### src/sv/udn_pkg.sv
package udn_pkg;

   localparam logic [7:0] CH_NUL       = 8'h00;
   localparam logic [7:0] CH_PERCENT   = 8'h25;
   localparam logic [7:0] CH_DOT       = 8'h2E;
   localparam logic [7:0] CH_SLASH     = 8'h2F;
   localparam logic [7:0] CH_BACKSLASH = 8'h5C;

   localparam int UDN_QUEUE_DEPTH = 4;

   // Slots of one burst, emitted in this order.
   localparam int SLOT_SLASH = 0;
   localparam int SLOT_DOT1  = 1;
   localparam int SLOT_DOT2  = 2;
   localparam int SLOT_BYTE  = 3;
   localparam int SLOT_DONE  = 4;
   localparam int NUM_SLOTS  = 5;

   typedef enum logic [1:0] {
      PH_NORMAL,
      PH_HIGH,
      PH_LOW
   } phase_type;

   typedef enum logic [1:0] {
      SEG_EMPTY,
      SEG_DOT,
      SEG_DOTDOT,
      SEG_TEXT
   } seg_type;

   typedef enum logic [1:0] {
      ST_OK,
      ST_ESCAPE,
      ST_CHAR,
      ST_DOTDOT
   } status_type;

   typedef struct packed {
      logic [NUM_SLOTS-1:0] mask;
      logic [7:0]           data;
      status_type           status;
   } burst_type;

   // Bit 4 set means not a hex digit; bits 3:0 hold the value.
   function automatic logic [4:0] hex_val(input logic [7:0] c);
      logic [4:0] r;
      r = 5'b10000;
      if (c >= 8'h30 && c <= 8'h39) begin
         r = {1'b0, c[3:0]};
      end else if ((c >= 8'h61 && c <= 8'h66) || (c >= 8'h41 && c <= 8'h46)) begin
         r = {1'b0, c[3:0] + 4'd9};
      end
      return r;
   endfunction

endpackage

### src/sv/udn_if.sv
interface udn_req_if;
   logic       valid;
   logic       ready;
   logic [7:0] in_byte;
   logic       has_byte;
   logic       path_end;

   modport source(output valid, in_byte, has_byte, path_end, input ready);
   modport sink(input valid, in_byte, has_byte, path_end, output ready);
endinterface

interface udn_rsp_if;
   logic       valid;
   logic       ready;
   logic [7:0] out_byte;
   logic       out_valid;
   logic       done_res;
   logic [1:0] status;

   modport source(output valid, out_byte, out_valid, done_res, status, input ready);
   modport sink(input valid, out_byte, out_valid, done_res, status, output ready);
endinterface

### src/sv/url_path_decode_normalize.sv
// Channel    Dir   Payload                                  Accepted when
// req_chan   in    in_byte[8] has_byte[1] path_end[1]       valid && ready
// rsp_chan   out   out_byte[8] out_valid[1] done_res[1]     valid && ready
//                  status[2]
//
// The front accepts an item every cycle while the queue has room. An item can
// release up to five results (separator, two held dots, the byte, the end
// result); the back emits one per cycle from the queue head while the output
// is not stalled. The first result passes through the queue and the output
// register. Synchronous reset clears all path state, the queue pointers and
// count, and the output valid flag.
module url_path_decode_normalize #(
   parameter int QueueDepth = udn_pkg::UDN_QUEUE_DEPTH
) (
   input logic        clock,
   input logic        reset,
   udn_req_if.sink    req_chan,
   udn_rsp_if.source  rsp_chan
);
   import udn_pkg::*;

   burst_type front_burst;
   burst_type q_head;
   logic      front_push;
   logic      take;
   logic      q_full;
   logic      q_empty;
   logic      q_pop;

   // Accept whenever the queue can take a burst.
   assign req_chan.ready = !q_full;
   assign take           = req_chan.valid && req_chan.ready;

   // Front: decode escapes, track segments, build the burst for this item.
   udn_front u_front (
      .clock       (clock),
      .reset       (reset),
      .take        (take),
      .in_byte     (req_chan.in_byte),
      .has_byte    (req_chan.has_byte),
      .path_end    (req_chan.path_end),
      .burst       (front_burst),
      .burst_valid (front_push)
   );

   // Queue: hold bursts so input and output stall independently.
   udn_queue #(
      .Depth (QueueDepth)
   ) u_queue (
      .clock     (clock),
      .reset     (reset),
      .push      (front_push),
      .push_data (front_burst),
      .pop       (q_pop),
      .head      (q_head),
      .full      (q_full),
      .empty     (q_empty)
   );

   // Back: unpack each burst into result items, one per cycle while the output is not stalled.
   udn_back u_back (
      .clock (clock),
      .reset (reset),
      .head  (q_head),
      .empty (q_empty),
      .pop   (q_pop),
      .rsp   (rsp_chan)
   );

endmodule

### src/sv/udn_front.sv
module udn_front (
   input  logic              clock,
   input  logic              reset,
   input  logic              take,
   input  logic [7:0]        in_byte,
   input  logic              has_byte,
   input  logic              path_end,
   output udn_pkg::burst_type burst,
   output logic              burst_valid
);
   import udn_pkg::*;

   phase_type  phase_ff, phase_in, phase_mid;
   logic [3:0] nib_ff, nib_in, nib_mid;
   seg_type    seg_ff, seg_in, seg_mid;
   logic       started_ff, started_in, started_mid;
   status_type err_ff, err_in, err_mid;

   logic [4:0] hv;
   logic       esc_err;
   logic       dec_valid;
   logic [7:0] dec_byte;
   logic [NUM_SLOTS-1:0] mask;
   status_type final_status;

   // Escape decoding.
   always_comb begin
      hv        = hex_val(in_byte);
      phase_mid = phase_ff;
      nib_mid   = nib_ff;
      esc_err   = 1'b0;
      dec_valid = 1'b0;
      dec_byte  = in_byte;
      if (has_byte && err_ff == ST_OK) begin
         unique case (phase_ff)
            PH_HIGH: begin
               if (hv[4]) begin
                  esc_err = 1'b1;
               end else begin
                  nib_mid   = hv[3:0];
                  phase_mid = PH_LOW;
               end
            end
            PH_LOW: begin
               if (hv[4]) begin
                  esc_err = 1'b1;
               end else begin
                  phase_mid = PH_NORMAL;
                  dec_valid = 1'b1;
                  dec_byte  = {nib_ff, hv[3:0]};
               end
            end
            default: begin
               phase_mid = PH_NORMAL;
               if (in_byte == CH_PERCENT) begin
                  phase_mid = PH_HIGH;
               end else begin
                  dec_valid = 1'b1;
               end
            end
         endcase
      end
   end

   // Segment tracking and release of held bytes.
   always_comb begin
      seg_mid     = seg_ff;
      started_mid = started_ff;
      err_mid     = esc_err ? ST_ESCAPE : err_ff;
      mask        = '0;
      if (dec_valid) begin
         priority if (dec_byte == CH_NUL || dec_byte == CH_BACKSLASH) begin
            err_mid = ST_CHAR;
         end else if (dec_byte == CH_SLASH) begin
            if (seg_ff == SEG_DOTDOT) begin
               err_mid = ST_DOTDOT;
            end else begin
               seg_mid = SEG_EMPTY;
            end
         end else if (seg_ff == SEG_TEXT) begin
            mask[SLOT_BYTE] = 1'b1;
         end else if (dec_byte == CH_DOT && seg_ff != SEG_DOTDOT) begin
            seg_mid = (seg_ff == SEG_EMPTY) ? SEG_DOT : SEG_DOTDOT;
         end else begin
            mask[SLOT_SLASH] = started_ff;
            mask[SLOT_DOT1]  = (seg_ff != SEG_EMPTY);
            mask[SLOT_DOT2]  = (seg_ff == SEG_DOTDOT);
            mask[SLOT_BYTE]  = 1'b1;
            seg_mid          = SEG_TEXT;
            started_mid      = 1'b1;
         end
      end
      mask[SLOT_DONE] = path_end;
   end

   // End-of-path status.
   always_comb begin
      final_status = err_mid;
      if (err_mid == ST_OK) begin
         if (phase_mid != PH_NORMAL) begin
            final_status = ST_ESCAPE;
         end else if (seg_mid == SEG_DOTDOT) begin
            final_status = ST_DOTDOT;
         end
      end
   end

   assign burst.mask   = mask;
   assign burst.data   = dec_byte;
   assign burst.status = final_status;
   assign burst_valid  = take && (|mask);

   always_comb begin
      phase_in   = phase_ff;
      nib_in     = nib_ff;
      seg_in     = seg_ff;
      started_in = started_ff;
      err_in     = err_ff;
      if (take) begin
         if (path_end) begin
            phase_in   = PH_NORMAL;
            nib_in     = '0;
            seg_in     = SEG_EMPTY;
            started_in = 1'b0;
            err_in     = ST_OK;
         end else begin
            phase_in   = phase_mid;
            nib_in     = nib_mid;
            seg_in     = seg_mid;
            started_in = started_mid;
            err_in     = err_mid;
         end
      end
   end

   always_ff @(posedge clock) begin
      if (reset) begin
         phase_ff   <= PH_NORMAL;
         nib_ff     <= '0;
         seg_ff     <= SEG_EMPTY;
         started_ff <= 1'b0;
         err_ff     <= ST_OK;
      end else begin
         phase_ff   <= phase_in;
         nib_ff     <= nib_in;
         seg_ff     <= seg_in;
         started_ff <= started_in;
         err_ff     <= err_in;
      end
   end

endmodule

### src/sv/udn_queue.sv
module udn_queue #(
   parameter int Depth = udn_pkg::UDN_QUEUE_DEPTH
) (
   input  logic              clock,
   input  logic              reset,
   input  logic              push,
   input  udn_pkg::burst_type push_data,
   input  logic              pop,
   output udn_pkg::burst_type head,
   output logic              full,
   output logic              empty
);
   import udn_pkg::*;

   localparam int PtrW = (Depth > 1) ? $clog2(Depth) : 1;
   localparam int CntW = $clog2(Depth + 1);

   burst_type entries_ff [Depth];
   logic [PtrW-1:0] wr_ptr_ff, wr_ptr_in, rd_ptr_ff, rd_ptr_in;
   logic [CntW-1:0] count_ff, count_in;

   assign full  = (count_ff == CntW'(Depth));
   assign empty = (count_ff == '0);
   assign head  = entries_ff[rd_ptr_ff];

   always_comb begin
      wr_ptr_in = wr_ptr_ff;
      rd_ptr_in = rd_ptr_ff;
      count_in  = count_ff;
      if (push) begin
         wr_ptr_in = (wr_ptr_ff == PtrW'(Depth - 1)) ? '0 : wr_ptr_ff + 1'b1;
      end
      if (pop) begin
         rd_ptr_in = (rd_ptr_ff == PtrW'(Depth - 1)) ? '0 : rd_ptr_ff + 1'b1;
      end
      if (push && !pop) begin
         count_in = count_ff + 1'b1;
      end else if (pop && !push) begin
         count_in = count_ff - 1'b1;
      end
   end

   always_ff @(posedge clock) begin
      if (push) begin
         entries_ff[wr_ptr_ff] <= push_data;
      end
   end

   always_ff @(posedge clock) begin
      if (reset) begin
         wr_ptr_ff <= '0;
         rd_ptr_ff <= '0;
         count_ff  <= '0;
      end else begin
         wr_ptr_ff <= wr_ptr_in;
         rd_ptr_ff <= rd_ptr_in;
         count_ff  <= count_in;
      end
   end

endmodule

### src/sv/udn_back.sv
module udn_back (
   input  logic              clock,
   input  logic              reset,
   input  udn_pkg::burst_type head,
   input  logic              empty,
   output logic              pop,
   udn_rsp_if.source         rsp
);
   import udn_pkg::*;

   logic [NUM_SLOTS-1:0] used_ff, used_in;
   logic [NUM_SLOTS-1:0] pending, sel, rest;
   logic                 load, emit;

   logic       valid_ff, valid_in;
   logic [7:0] byte_ff, byte_in;
   logic       outv_ff, outv_in;
   logic       done_ff, done_in;
   status_type status_ff, status_in;

   assign pending = empty ? '0 : (head.mask & ~used_ff);
   assign sel     = pending & (~pending + 1'b1);
   assign rest    = pending & ~sel;
   assign load    = !valid_ff || rsp.ready;
   assign emit    = load && (|pending);
   assign pop     = emit && (rest == '0);

   always_comb begin
      used_in = used_ff;
      if (emit) begin
         used_in = pop ? '0 : (used_ff | sel);
      end
   end

   always_comb begin
      valid_in  = load ? (|pending) : valid_ff;
      byte_in   = byte_ff;
      outv_in   = outv_ff;
      done_in   = done_ff;
      status_in = status_ff;
      if (emit) begin
         byte_in   = head.data;
         outv_in   = 1'b1;
         done_in   = 1'b0;
         status_in = ST_OK;
         priority if (sel[SLOT_SLASH]) begin
            byte_in = CH_SLASH;
         end else if (sel[SLOT_DOT1] || sel[SLOT_DOT2]) begin
            byte_in = CH_DOT;
         end else if (sel[SLOT_DONE]) begin
            byte_in   = '0;
            outv_in   = 1'b0;
            done_in   = 1'b1;
            status_in = head.status;
         end else begin
            byte_in = head.data;
         end
      end
   end

   always_ff @(posedge clock) begin
      byte_ff   <= byte_in;
      outv_ff   <= outv_in;
      done_ff   <= done_in;
      status_ff <= status_in;
   end

   always_ff @(posedge clock) begin
      if (reset) begin
         valid_ff <= 1'b0;
         used_ff  <= '0;
      end else begin
         valid_ff <= valid_in;
         used_ff  <= used_in;
      end
   end

   assign rsp.valid     = valid_ff;
   assign rsp.out_byte  = byte_ff;
   assign rsp.out_valid = outv_ff;
   assign rsp.done_res  = done_ff;
   assign rsp.status    = status_ff;

endmodule

### src/flat_wrapper.sv
// flat-port wrapper written by rule: the top's interface ports become plain ports
module url_path_decode_normalize_flat import udn_pkg::*;
#(
   parameter int QueueDepth = udn_pkg::UDN_QUEUE_DEPTH
)
  (clock, reset, req_chan_valid, req_chan_in_byte, req_chan_has_byte, req_chan_path_end, req_chan_ready, rsp_chan_valid, rsp_chan_out_byte, rsp_chan_out_valid, rsp_chan_done_res, rsp_chan_status, rsp_chan_ready);
  udn_req_if req_chan_i ();
  udn_rsp_if rsp_chan_i ();
  input logic clock;
  input logic reset;
  input wire logic [$bits(req_chan_i.valid)-1:0] req_chan_valid;
  input wire logic [$bits(req_chan_i.in_byte)-1:0] req_chan_in_byte;
  input wire logic [$bits(req_chan_i.has_byte)-1:0] req_chan_has_byte;
  input wire logic [$bits(req_chan_i.path_end)-1:0] req_chan_path_end;
  output wire logic [$bits(req_chan_i.ready)-1:0] req_chan_ready;
  output wire logic [$bits(rsp_chan_i.valid)-1:0] rsp_chan_valid;
  output wire logic [$bits(rsp_chan_i.out_byte)-1:0] rsp_chan_out_byte;
  output wire logic [$bits(rsp_chan_i.out_valid)-1:0] rsp_chan_out_valid;
  output wire logic [$bits(rsp_chan_i.done_res)-1:0] rsp_chan_done_res;
  output wire logic [$bits(rsp_chan_i.status)-1:0] rsp_chan_status;
  input wire logic [$bits(rsp_chan_i.ready)-1:0] rsp_chan_ready;
  assign req_chan_i.valid = req_chan_valid;
  assign req_chan_i.in_byte = req_chan_in_byte;
  assign req_chan_i.has_byte = req_chan_has_byte;
  assign req_chan_i.path_end = req_chan_path_end;
  assign req_chan_ready = req_chan_i.ready;
  assign rsp_chan_valid = rsp_chan_i.valid;
  assign rsp_chan_out_byte = rsp_chan_i.out_byte;
  assign rsp_chan_out_valid = rsp_chan_i.out_valid;
  assign rsp_chan_done_res = rsp_chan_i.done_res;
  assign rsp_chan_status = rsp_chan_i.status;
  assign rsp_chan_i.ready = rsp_chan_ready;
  url_path_decode_normalize #(.QueueDepth(QueueDepth)) u_core (.clock(clock), .reset(reset), .req_chan(req_chan_i), .rsp_chan(rsp_chan_i));
endmodule
### config.mk
export PLATFORM = sky130hd
export DESIGN_NAME = url_path_decode_normalize_flat
export DESIGN_NICKNAME = d
export VERILOG_FILES = /design/src/sv/udn_pkg.sv /design/src/sv/udn_if.sv /design/src/sv/url_path_decode_normalize.sv /design/src/sv/udn_front.sv /design/src/sv/udn_queue.sv /design/src/sv/udn_back.sv /design/src/flat_wrapper.sv
export SDC_FILE = /design/constraint.sdc
export NUM_CORES = 1
export LEC_CHECK = 0
export BUFFER_PORTS_ARGS = -buffer_cell sky130_fd_sc_hd__buf_2
export CORE_ASPECT_RATIO = 0.75
export CORE_MARGIN = 2
export CORE_UTILIZATION = 50
export DETAILED_ROUTE_END_ITERATION = 10
export GPL_TIMING_DRIVEN = 0
export PLACE_DENSITY = 0.64
export SYNTH_ARGS = -nofsm -noshare
export SYNTH_HDL_FRONTEND = slang
export SYNTH_HIERARCHICAL = 1
export SYNTH_SLANG_ARGS = --single-unit
### constraint.sdc
create_clock -name clock -period 9.77 [get_ports clock]
set_input_delay 0.977 -clock clock [delete_from_list [all_inputs] [get_ports clock]]
set_output_delay 0.977 -clock clock [all_outputs]
set_load 0.02 [all_outputs]
==> impl_metrics.csv <==
group,metric,value,unit
power,p_clk_share,26.3,%
synthesis,avgSynthCellArea,13.0,sq um
clock_tree,path_clk_slew,70,ps
die,die_x,119,microns
finish,fillerInstances,838,
die,initial_core_util,51.4,%
synthesis,syn_inst,379,
hold_path,holdCritPathClass,"reg2reg",
power,power,1250,uW
power,p_int,849,uW
clock_tree,post_cts_buffers,0,
synthesis,synthesis.nets,405,
synthesis,async_flop_share,0,%
setup_path,cp_slowest_cell,"or3b_4",
sta,max-slew-margin-rel,31.3,%
synthesis,ys_seq_area_share,54.3,%
sta,final.setup_skew,9.33,ps
drt,vias_per_cell,5.91,
sta,slew_viol_final,0,
global_route,antenna_found_initial,0,
finish,drive_gt1_share,23.2,%
setup_path,end_kind,"flop",
setup_path,cp_num_buf_inv,3,
power,p_per_area,227,nW/um^2
placed_design,port_buffers,24,
finish,antennaDiodeCount,0,
clock_tree,root_buffer,"clkbuf_16",
synthesis,synth_edf_count,72,
clock_tree,cts_hold_buf,0,
global_route,grt_usage,19.3,%
synthesis,synthTopCellsByArea,"edfxtp_1, dfxtp_1, mux4_2",
global_route,grt_max_degree,19,
sta,setup_viol,0,
synthesis,yosys_warnings,6,
power,p_seq_share,44.1,%
placed_design,dpl-instance-area,5230,sq um
clock_tree,cts_buffers,9,
synthesis,ys_types,91,
power,switchingPower,403,uW
finish,area_growth_syn_to_layout,11.4,%
finish,nets,440,
job,cap_violations,0,
run_status,status,"finished clean",
global_route,grt_pass1_wl,15.9,mm
power,irDropWorstVdd,0.120,mV
sta,fmax,225,MHz
die,dieArea,10700,sq um
power,netSwitchingFraction,32.2,%
synthesis,synth_top_area_cell,"edfxtp_1",
setup_path,critical_path.max_stage_delay,420,ps
clock_tree,cts.htree.levels,3,
setup_path,crit_family,"simple AND/OR/NAND/NOR gates",
drt,first_pass_iters,5,
die,core,9620,sq um
synthesis,ys.flop_type,"edfxtp_1",
setup_path,startpoint_type,"input pin",
drt,drc,0,
die,io_pins,28,
sta,layout_min_cycle_time,4440,ps
drt,via_count,3257,
sta,hold_viol_final,0,
sta,rsz0062_at_grt,"no",
setup_path,worst_ep_required_time,10040,ps
clock_tree,clock_sink_count,98,
power,leakagePower,0.00199,uW
die,die_h,90.1,microns
setup_path,crit_type,"in2reg",
sta,tightestPinTransition,1030,ps
clock_tree,cts_tree,"yes",
setup_path,crit_arrival,4720,ps
synthesis,netlist_area,4940,sq um
synthesis,synth_top_area_share,43.7,%
sta,final_min_period_over_clock_period,45.5,%
drt,drtIter0Drc,304,
placed_design,gp_congestion,0.832,
finish,fin_area,5510,sq um
sta,fin_setup_tns,0,ps
global_route,overflow,0,
clock_tree,cts_buffer_depth,2,
placed_design,hpwl,7.06,mm
synthesis,ys_ff_latch,98,
power,comb_power_share,29.6,%
global_route,grt_pass1_vias,3062,
sta,setup_slack,5330,ps
die,row_count,31,
clock_tree,insertion_delay,340,ps
setup_path,critPathMaxFanout,9,
drt,drt.antenna.violating_nets,0,
placed_design,pre_cts_slack,5010,ps
setup_path,crit_chain,"buf_2 > inv_1 > ha_1 > or3b_4 > nand4_4 > mux2_4 > a32oi_1 > a21oi_1 > nor2_2 > o21a_1 > ha_1 > inv_1 > fa_1 > xor2_1 > or3_1 > a21oi_1",
drt,avgRoutedWirePerCell,18.0,microns
drt,drt-total-wl,9.91,mm
clock_tree,cts_resized,0,
flip-flops by register name (all words and copies together), names as in the netlist, 2 cells and up, named ones only:
register and flops:
u_core/u_queue/rd_ptr_ff 2, u_core/u_front/err_ff 2, u_core/u_front/nib_ff 4, u_core/u_back/rsp.out_byte 8
u_core/u_queue/wr_ptr_ff 2, u_core/u_queue/entries_ff 60, u_core/u_queue/count_ff 3, u_core/u_front/seg_ff 2
u_core/u_front/phase_ff 2, u_core/u_back/rsp.status 2, u_core/u_back/used_ff 5
final timing paths:
path,slack [ps],depth (start not counted),start,to
setup / recovery,5330,16,req_chan_in_byte[0],u_core/u_queue/count_ff[2]
hold / removal,450,2,u_core/u_back/used_ff[4],u_core/u_back/used_ff[4]
setup reg to reg,5870,15,u_core/u_front/phase_ff[0],u_core/u_queue/count_ff[2]
hold reg to reg,450,2,u_core/u_back/used_ff[4],u_core/u_back/used_ff[4]
area by class of cell:
class,instances,area [sq um],area share [%]
clock inverters,6,48.8,0.886
flip-flops and latches,98,2680,48.7
clock buffers,10,229,4.16
multi-input cells,253,2090,37.9
repair buffers,24,120,2.18
well taps,132,165,3.00
inverters,15,56.3,1.02
plain buffers,13,120,2.18
power by group through the flow:
stage	clock, uW	sequential, uW	combinational, uW
6_report	329	552	371
5_1_grt	353	559	404
4_1_cts	336	552	372
3_5_place_dp	0	561	370
3_3_place_gp	0	558	363
2_1_floorplan	0	591	243
per-stage QoR:
step | utilization (%) | instances | hold slack (ps)
2_1_floorplan | - | 379 | 421
3_3_place_gp | 54.4 | 535 | 440
3_5_place_dp | 54.4 | 535 | 446
4_1_cts | 57.3 | 551 | 456
5_1_grt | 57.3 | 551 | 468
6_report | 57.3 | 551 | 453
per-layer routing:
layer | wire length (microns) | part of all wire, % | vias up | global-route usage, %
met5 | 0 | 0 | - | 0
met4 | 77 | 0.78 | 0 | 4.27
met3 | 517 | 5.2 | 7 | 4.82
met2 | 4550 | 46 | 92 | 29.4
met1 | 4760 | 48 | 1620 | 28.1
li1 | - | - | 1538 | -
worst reg2reg max path, stage by stage, from the launching register on:
cell      delay (ps)
dfxtp_1          320
inv_1            100
ha_1             220
and4bb_2         330
nand4_4          210
mux2_4           370
a32oi_1          260
a21oi_1          160
nor2_2           310
o21a_1           300
ha_1             220
inv_1             60
fa_1             370
xor2_1           160
or3_1            310
a21oi_1          130
kinds of logic after synthesis:
logic type / Yosys count / synth area share (%)
buffers and inverters: 28 / 3.57
and+or+nand+nor: 132 / 15.7
muxes: 24 / 9.31
DFF: 98 / 54.3
AOI/OAI and AO/OA: 79 / 12.8
xor gates and xnor gates: 6 / 1.21
adders and majority gates: 12 / 3.19
placed cells by master, fill, tap and decap left out, drive strengths merged, types with 6 or more instances in the layout:
| master | count |
|---|---|
| edfxtp | 72 |
| mux4 | 15 |
| a21oi | 13 |
| a21o | 6 |
| nor3b | 6 |
| nor3 | 7 |
| clkbuf | 12 |
| nor2 | 39 |
| nand2 | 16 |
| inv | 18 |
| dfxtp | 26 |
| and2 | 12 |
| buf | 35 |
| and3 | 6 |
| o21ai | 9 |
| nand2b | 10 |
| nand3 | 8 |
| a31oi | 6 |
| ha | 11 |
cells in the mapped netlist, types with 3 or more instances:
cell type,number
dfxtp_1,26
inv_1,12
inv_2,3
mux4_1,5
mux2i_1,4
xor2_1,3
and2_1,11
nand2_1,15
ha_1,11
nor3b_1,5
and3_1,4
a211oi_2,4
a22oi_1,4
a32oi_1,4
nor2_1,38
mux4_2,10
nand2b_1,10
edfxtp_1,72
buf_6,6
a21oi_1,13
mux2_2,3
nand3_1,8
nor3_1,7
a31oi_1,5
nor2b_1,5
a21o_1,6
o21ai_0,8
Power figures use the tool's default switching activity.
